==> src/hw/rtl/mcdl_pkg.sv <==
// Shared types, constants and month tables for the month calendar day layout block.
package mcdl_pkg;

  localparam int YearW  = 14;
  localparam int MulBW  = 16;
  localparam int ProdW  = YearW + MulBW;

  // Reciprocal constants: x/100 ~ (x*5243)>>19, x/7 ~ (x*37450)>>18 over 14-bit x
  localparam logic [MulBW-1:0] Recip100 = 16'd5243;
  localparam logic [MulBW-1:0] Recip7   = 16'd37450;
  localparam int Div100Shift = 19;
  localparam int Div400Shift = 21;
  localparam int Div7Shift   = 18;
  localparam int Q100W       = 7;
  localparam int Q400W       = 5;
  localparam int Q7W         = 11;

  localparam logic [YearW-1:0] YearGreg   = 14'd1800;
  localparam logic [YearW-1:0] YearCent   = 14'd1701;
  localparam logic [YearW-1:0] YearQuad   = 14'd1601;
  localparam logic [YearW-1:0] YearShift  = 14'd1752;
  localparam logic [YearW-1:0] YearMax    = 14'd9999;

  localparam logic [3:0] MonthFeb = 4'd2;
  localparam logic [3:0] MonthSep = 4'd9;
  localparam logic [3:0] MonthMax = 4'd12;

  localparam logic [4:0] FebShortLen = 5'd28;
  localparam logic [4:0] SepGapStart = 5'd2;
  localparam logic [4:0] SepGapEnd   = 5'd14;

  typedef struct packed {
    logic [3:0]       month;
    logic [YearW-1:0] year;
  } in_item_t;

  typedef struct packed {
    logic [4:0] day_number;
    logic [2:0] week_row;
    logic [2:0] weekday_column;
    logic       last_day;
    logic       bad_input;
  } out_item_t;

  typedef struct packed {
    logic [YearW-1:0] a;
    logic [MulBW-1:0] b;
  } mul_req_t;

  // Month length, February taken as 29
  function automatic logic [4:0] month_len(input logic [3:0] m);
    logic [4:0] len;
    case (m)
      4'd2:                         len = 5'd29;
      4'd4, 4'd6, 4'd9, 4'd11:      len = 5'd30;
      default:                      len = 5'd31;
    endcase
    return len;
  endfunction

  // Days before month m in a common year, mod 7
  function automatic logic [2:0] cum_mod7(input logic [3:0] m);
    logic [2:0] c;
    case (m)
      4'd2:    c = 3'd3;
      4'd3:    c = 3'd3;
      4'd4:    c = 3'd6;
      4'd5:    c = 3'd1;
      4'd6:    c = 3'd4;
      4'd7:    c = 3'd6;
      4'd8:    c = 3'd2;
      4'd9:    c = 3'd5;
      4'd10:   c = 3'd0;
      4'd11:   c = 3'd3;
      4'd12:   c = 3'd5;
      default: c = 3'd0;
    endcase
    return c;
  endfunction

  // Reduce a value below 21 mod 7
  function automatic logic [2:0] mod7_small(input logic [4:0] v);
    logic [4:0] r;
    if (v >= 5'd14) begin
      r = v - 5'd14;
    end else if (v >= 5'd7) begin
      r = v - 5'd7;
    end else begin
      r = v;
    end
    return r[2:0];
  endfunction

endpackage

==> src/hw/rtl/mcdl_mul.sv <==
// Shared registered multiplier used by the weekday sequencer.
module mcdl_mul (
  input  logic                            clk,
  input  mcdl_pkg::mul_req_t              req,
  output logic [mcdl_pkg::ProdW-1:0]      prod
);
  import mcdl_pkg::*;

  always_ff @(posedge clk) begin
    prod <= ProdW'(req.a) * ProdW'(req.b);
  end

endmodule

==> src/hw/rtl/mcdl_seq.sv <==
// Sequencer: weekday setup on shared multiplier, then one day per cycle while out_ready.
module mcdl_seq (
  input  logic                        clk,
  input  logic                        rst,
  input  logic                        in_valid,
  output logic                        in_ready,
  input  mcdl_pkg::in_item_t          in_data,
  output mcdl_pkg::mul_req_t          mul_req,
  input  logic [mcdl_pkg::ProdW-1:0]  prod,
  output logic                        out_valid,
  input  logic                        out_ready,
  output mcdl_pkg::out_item_t         out_data
);
  import mcdl_pkg::*;

  localparam logic [3:0] S_IDLE = 4'd0;
  localparam logic [3:0] S_ERR  = 4'd1;
  localparam logic [3:0] S_MA   = 4'd2;
  localparam logic [3:0] S_MB   = 4'd3;
  localparam logic [3:0] S_MC   = 4'd4;
  localparam logic [3:0] S_MD   = 4'd5;
  localparam logic [3:0] S_ME   = 4'd6;
  localparam logic [3:0] S_FIN  = 4'd7;
  localparam logic [3:0] S_EMIT = 4'd8;

  logic [3:0]       state;
  logic [3:0]       month;
  logic [YearW-1:0] year;
  logic [YearW-1:0] yy;
  logic             pass;
  logic [Q100W-1:0] q100;
  logic [YearW-1:0] d;
  logic [2:0]       w0;
  logic [4:0]       day;
  logic [2:0]       row;
  logic [2:0]       col;
  logic [4:0]       last_num;
  logic             short_sep;

  logic             in_bad;
  logic             slot_free;
  logic             emit;
  logic [YearW-1:0] d_calc;
  logic [Q400W-1:0] q400;
  logic [Q7W-1:0]   q7;
  logic [YearW-1:0] rem_calc;
  logic [2:0]       diff;
  logic             feb28;
  logic             sep_short_yr;
  logic [4:0]       col_sum;
  logic [2:0]       col0;

  assign in_ready  = (state == S_IDLE);
  assign slot_free = !out_valid || out_ready;
  assign emit      = slot_free && ((state == S_ERR) || (state == S_EMIT));
  assign in_bad    = (in_data.month == 4'd0) || (in_data.month > MonthMax) ||
                     (in_data.year == '0) || (in_data.year > YearMax);

  // Operand select for the shared multiplier
  always_comb begin
    mul_req.a = '0;
    mul_req.b = Recip100;
    case (state)
      S_MA: begin
        if (yy > YearGreg) mul_req.a = yy - YearCent;
      end
      S_MB: begin
        if (yy > YearGreg) mul_req.a = yy - YearQuad;
      end
      S_MD, S_ME: begin
        mul_req.a = d;
        mul_req.b = Recip7;
      end
      default: begin
        mul_req.a = '0;
      end
    endcase
  end

  assign q400   = prod[Div400Shift +: Q400W];
  assign d_calc = YearW'((YearW+1)'(yy) + (((YearW+1)'(yy) + 15'd3) >> 2) + 15'd4 +
                         (YearW+1)'(q400) + ((yy > YearShift) ? 15'd3 : 15'd0) -
                         (YearW+1)'(q100));
  assign q7       = prod[Div7Shift +: Q7W];
  assign rem_calc = d - YearW'({q7, 3'b000}) + YearW'(q7);

  // Year-length decode from the weekday step between consecutive years
  assign diff         = mod7_small(5'(rem_calc[2:0]) + 5'd7 - 5'(w0));
  assign feb28        = (diff == 3'd1);
  assign sep_short_yr = (diff != 3'd1) && (diff != 3'd2);
  assign col_sum      = 5'(w0) + 5'(cum_mod7(month)) +
                        (((month > MonthFeb) && !feb28) ? 5'd1 : 5'd0) +
                        ((sep_short_yr && (month > MonthSep)) ? 5'd3 : 5'd0);
  assign col0         = mod7_small(col_sum);

  always_ff @(posedge clk) begin
    if (rst) begin
      state     <= S_IDLE;
      out_valid <= 1'b0;
    end else begin
      out_valid <= emit || (out_valid && !out_ready);
      case (state)
        S_IDLE: begin
          if (in_valid) begin
            month <= in_data.month;
            year  <= in_data.year;
            yy    <= in_data.year;
            pass  <= 1'b0;
            state <= in_bad ? S_ERR : S_MA;
          end
        end
        S_ERR: begin
          if (slot_free) begin
            out_data  <= '{day_number: 5'd0, week_row: 3'd0, weekday_column: 3'd0,
                           last_day: 1'b1, bad_input: 1'b1};
            state     <= S_IDLE;
          end
        end
        S_MA: state <= S_MB;
        S_MB: begin
          q100  <= prod[Div100Shift +: Q100W];
          state <= S_MC;
        end
        S_MC: begin
          d     <= d_calc;
          state <= S_MD;
        end
        S_MD: state <= S_ME;
        S_ME: begin
          if (!pass) begin
            w0    <= rem_calc[2:0];
            yy    <= YearW'(year + 14'd1);
            pass  <= 1'b1;
            state <= S_MA;
          end else begin
            state <= S_FIN;
          end
        end
        S_FIN: begin
          day       <= 5'd1;
          row       <= 3'd0;
          col       <= col0;
          short_sep <= sep_short_yr && (month == MonthSep);
          last_num  <= ((month == MonthFeb) && feb28) ? FebShortLen : month_len(month);
          state     <= S_EMIT;
        end
        S_EMIT: begin
          if (slot_free) begin
            out_data  <= '{day_number: day, week_row: row, weekday_column: col,
                           last_day: (day == last_num), bad_input: 1'b0};
            day       <= (short_sep && (day == SepGapStart)) ? SepGapEnd : day + 5'd1;
            if (col == 3'd6) begin
              col <= 3'd0;
              row <= row + 3'd1;
            end else begin
              col <= col + 3'd1;
            end
            if (day == last_num) state <= S_IDLE;
          end
        end
        default: state <= S_IDLE;
      endcase
    end
  end

endmodule

==> src/hw/rtl/month_calendar_day_layout_top.sv <==
// Top level of the month calendar day layout block.
// Takes one request (month, year) and returns the printed days of that month, one result
// per day in order, each with its calendar row, weekday column (0 Sunday) and a last flag
// on the final one. The weekday of January 1 follows the old calendar rule: a Julian count,
// a Gregorian correction for years after 1800 and a three-day shift after 1752; September
// 1752 prints days 1, 2 and 14 to 30. A month outside 1..12 or a year outside 1..9999
// returns a single result with bad_input and last_day set and all else zero.
// Timing: after acceptance a valid request runs through setup (five multiplier steps
// for each of two years plus one decode step), then emits one day per cycle while
// out_ready stays high. The setup runs through the single shared 14x16 multiplier,
// used for the divisions by 100, 400 and 7. An error request is accepted, then its
// result is loaded once the output register is free. in_ready is high only between
// requests; the last result may still sit in the output register when the next request
// is accepted.
module month_calendar_day_layout_top (
  input  logic                 clk,
  input  logic                 rst,
  input  logic                 in_valid,
  output logic                 in_ready,
  input  mcdl_pkg::in_item_t   in_data,
  output logic                 out_valid,
  input  logic                 out_ready,
  output mcdl_pkg::out_item_t  out_data
);
  import mcdl_pkg::*;

  mul_req_t         mul_req;
  logic [ProdW-1:0] prod;

  // Shared multiplier: operands from the sequencer, registered product back in the next cycle
  mcdl_mul u_mul (
    .clk  (clk),
    .req  (mul_req),
    .prod (prod)
  );

  // Sequencer: range check, weekday setup, per-day result generation and output register
  mcdl_seq u_seq (
    .clk       (clk),
    .rst       (rst),
    .in_valid  (in_valid),
    .in_ready  (in_ready),
    .in_data   (in_data),
    .mul_req   (mul_req),
    .prod      (prod),
    .out_valid (out_valid),
    .out_ready (out_ready),
    .out_data  (out_data)
  );

endmodule

==> config.mk <==
export PLATFORM = sky130hd
export DESIGN_NAME = month_calendar_day_layout_top
export DESIGN_NICKNAME = d
export VERILOG_FILES = /design/src/hw/rtl/mcdl_pkg.sv /design/src/hw/rtl/mcdl_mul.sv /design/src/hw/rtl/mcdl_seq.sv /design/src/hw/rtl/month_calendar_day_layout_top.sv
export SDC_FILE = /design/constraint.sdc
export NUM_CORES = 1
export LEC_CHECK = 0
export ABC_AREA = 1
export ABC_CLOCK_PERIOD_IN_PS = 8300
export BUFFER_PORTS_ARGS = -buffer_cell sky130_fd_sc_hd__buf_2
export CORE_ASPECT_RATIO = 0.75
export CORE_MARGIN = 5
export CORE_UTILIZATION = 45
export CTS_BUF_LIST = sky130_fd_sc_hd__clkbuf_4
export DETAILED_ROUTE_END_ITERATION = 16
export PLACE_DENSITY = 0.65
export SYNTH_ARGS = -nofsm -noshare
export SYNTH_HDL_FRONTEND = slang
export SYNTH_HIERARCHICAL = 1
export SYNTH_SLANG_ARGS = --single-unit
==> constraint.sdc <==
create_clock -name clk -period 8.3 [get_ports clk]
set_input_delay 0.415 -clock clk [delete_from_list [all_inputs] [get_ports clk]]
set_output_delay 0.415 -clock clk [all_outputs]
set_load 0.02 [all_outputs]
==> out/metrics.csv <==
metric,value,unit
start_kind,flip-flop,
final_layout_size_suffix_gt1_share,6.24,%
clock_sinks,100,
first_pass_iters,6,
cts-root-buf,clkbuf_4,
p_leak,0.00881,µW
ctsHoldBuffers,0,
drt_iter0_markers,1010,
antenna_cells,0,
cpMostUsedCell,inv_1,
wirelength,34.0,mm
finalSetupViolations,0,
cts_tree,yes,
skew,0.0253,ns
gp_congestion,0.945,
wl_per_cell,14.2,µm
ios,37,
pwr_density_cell,210,nW/µm²
ir_drop,0.245,mV
cp.arrival,7.40,ns
port_buffers,36,
nets,2291,
grt_usage,19.1,%
post-cts-setup-buffer-count,0,
final_area,15500,µm²
clock_path_buffers,2,
die_h,167,µm
worst_setup_path_end_kind,flip-flop,
nFillCells,3183,
crit_buf_inv,7,
insertion_delay,0.50,ns
ys_warn_count,6,
min_period,6.99,ns
antenna_found_initial,0,
row_count,57,
cts.clk_slew.worst_paths,0.18,ns
die_area,36800,µm²
p_clk_share,8.0,%
power_switching,1660,µW
relSlewSlack,23.1,%
worst_path_max_delay_cell,fa_1,
place_area,15400,µm²
power_frac_seq,21.5,%
multi_input_comb_area,9840,µm²
vias,11600,
syn-instance-count,1950,
max_stage_delay,0.56,ns
ant_nets,0,
grt_max_degree,39,
crit_type,flip-flop to flip-flop,
drc,0,
cp_top_family,adder cells,
p_comb_share,70.5,%
cts-buffers-inserted,9,
via_per_inst,4.86,
synth.cell_area,14800,µm²
syn2layout_area_growth,4.58,%
fin_setup_tns,0,ns
seq_area,2840,µm²
avgSynthCellArea,7.61,µm²
fmax,0.143,GHz
h-tree-depth,3,
dp_hpwl,28.2,mm
rsz0062_at_grt,false,
die_w,220,µm
drv_cap,0,
critPathMaxFanout,16,
cts_resized,0,
finalHoldViolCount,0,
internal-power,1600,µW
initial_utilization,45.7,%
grt_pass1_vias,11300,
grt_pass1_wl,57.0,mm
switching_share,50.9,%
maxSlewViolCount,0,
outcome,"complete, no violations",
core-area,32400,µm²
overflow,0,
hold_class,input pin to flip-flop,
period_share,84.2,%
worstMarginPinSlew,1.15,ns
required,8.71,ns
[flip-flops by register name, indices dropped and copies added, names as in the netlist, named ones only]
register / count
u_seq/d: 14
u_seq/year: 14
u_seq/yy: 14
u_seq/out_data: 13
u_mul/prod: 8
u_seq/q100: 7
u_seq/day: 5
u_seq/month: 4
u_seq/state: 4
u_seq/col: 3
u_seq/row: 3
u_seq/w0: 3
u_seq/last_num: 2
u_seq/out_valid: 1
u_seq/pass: 1
u_seq/short_sep: 1
[power groups by stage]
stage / Clock [µW] / Sequential [µW] / Combinational [µW]
floorplan: 0 / 699 / 1790
detailed placement: 0 / 712 / 2270
global placement: 0 / 711 / 2210
global route: 293 / 706 / 2680
CTS: 270 / 700 / 2290
finish: 259 / 700 / 2290
[cells in the final DEF, fill, tap and decap left out, types with 2 or more instances in the layout]
| cell type | instances |
|---|---|
| a21oi_1 | 39 |
| nand3b_1 | 2 |
| a21o_1 | 2 |
| nand3_1 | 79 |
| nor3_1 | 9 |
| nand3_2 | 6 |
| nand4_1 | 10 |
| xnor2_1 | 15 |
| buf_4 | 12 |
| inv_8 | 2 |
| conb_1 | 10 |
| nor3_2 | 7 |
| clkbuf_4 | 9 |
| o31ai_2 | 2 |
| buf_2 | 36 |
| nor2_4 | 5 |
| inv_4 | 2 |
| o211ai_1 | 4 |
| xor2_1 | 31 |
| fa_1 | 181 |
| nand2_2 | 9 |
| o21ai_0 | 37 |
| dfxtp_1 | 16 |
| o21ai_1 | 10 |
| o31ai_1 | 2 |
| and2_1 | 3 |
| inv_2 | 7 |
| edfxtp_1 | 84 |
| nor2_1 | 92 |
| inv_1 | 493 |
| ha_1 | 139 |
| nand2_1 | 561 |
| nor2_2 | 13 |
[worst reg2reg max path, delay by kind of cell, from the launching register on]
family | cells | cell delay (ns)
buffers and inverters | 7 | 0.57
AND/OR/NAND/NOR | 13 | 2.29
flip-flops | 1 | 0.53
adder cells (fa/ha/maj) | 8 | 3.52
[area by class of cell]
class | instances | share of cell area, %
clock buffers | 9 | 0.435
inverters | 501 | 12.1
well taps | 442 | 3.56
flip-flops and latches | 100 | 18.3
multi-input cells | 1289 | 63.4
clock inverters | 7 | 0.435
repair buffers | 48 | 1.74
[per-stage QoR]
| stage | worst slack [ns] | total power (µW) | hold WS, ns | cells | utilization [%] |
|---|---|---|---|---|---|
| after floorplan | 1.87 | 2490 | 0.408 | 1958 | - |
| after global placement | 1.38 | 2920 | 0.418 | 2380 | 47.4 |
| after detailed placement | 1.31 | 2980 | 0.427 | 2380 | 47.4 |
| after CTS | 1.28 | 3260 | 0.0692 | 2396 | 47.8 |
| after global routing | 0.835 | 3670 | 0.0528 | 2396 | 47.8 |
| final | 1.31 | 3250 | 0.113 | 2396 | 47.8 |
[path summary, 6_finish.rpt]
path	startpoint	endpoint	slack, ns	depth (start not counted)
setup / recovery	u_seq/yy[12]	u_mul/prod[25]	1.31	28
hold / removal	in_data[7]	u_seq/year[7]	0.11	1
setup reg to reg	u_seq/yy[12]	u_mul/prod[25]	1.31	28
hold reg to reg	u_mul/prod[19]	u_seq/q100[0]	0.46	0
[routing by layer]
metal,part of all wire (%),vias to the layer above,GRT usage (%)
li1,-,5765,-
met1,49,5524,29.6
met2,42,332,28.2
met3,7.9,20,4.22
met4,0.71,0,2.28
met5,0,-,0
No activity file was read; power rests on OpenSTA's default activity.
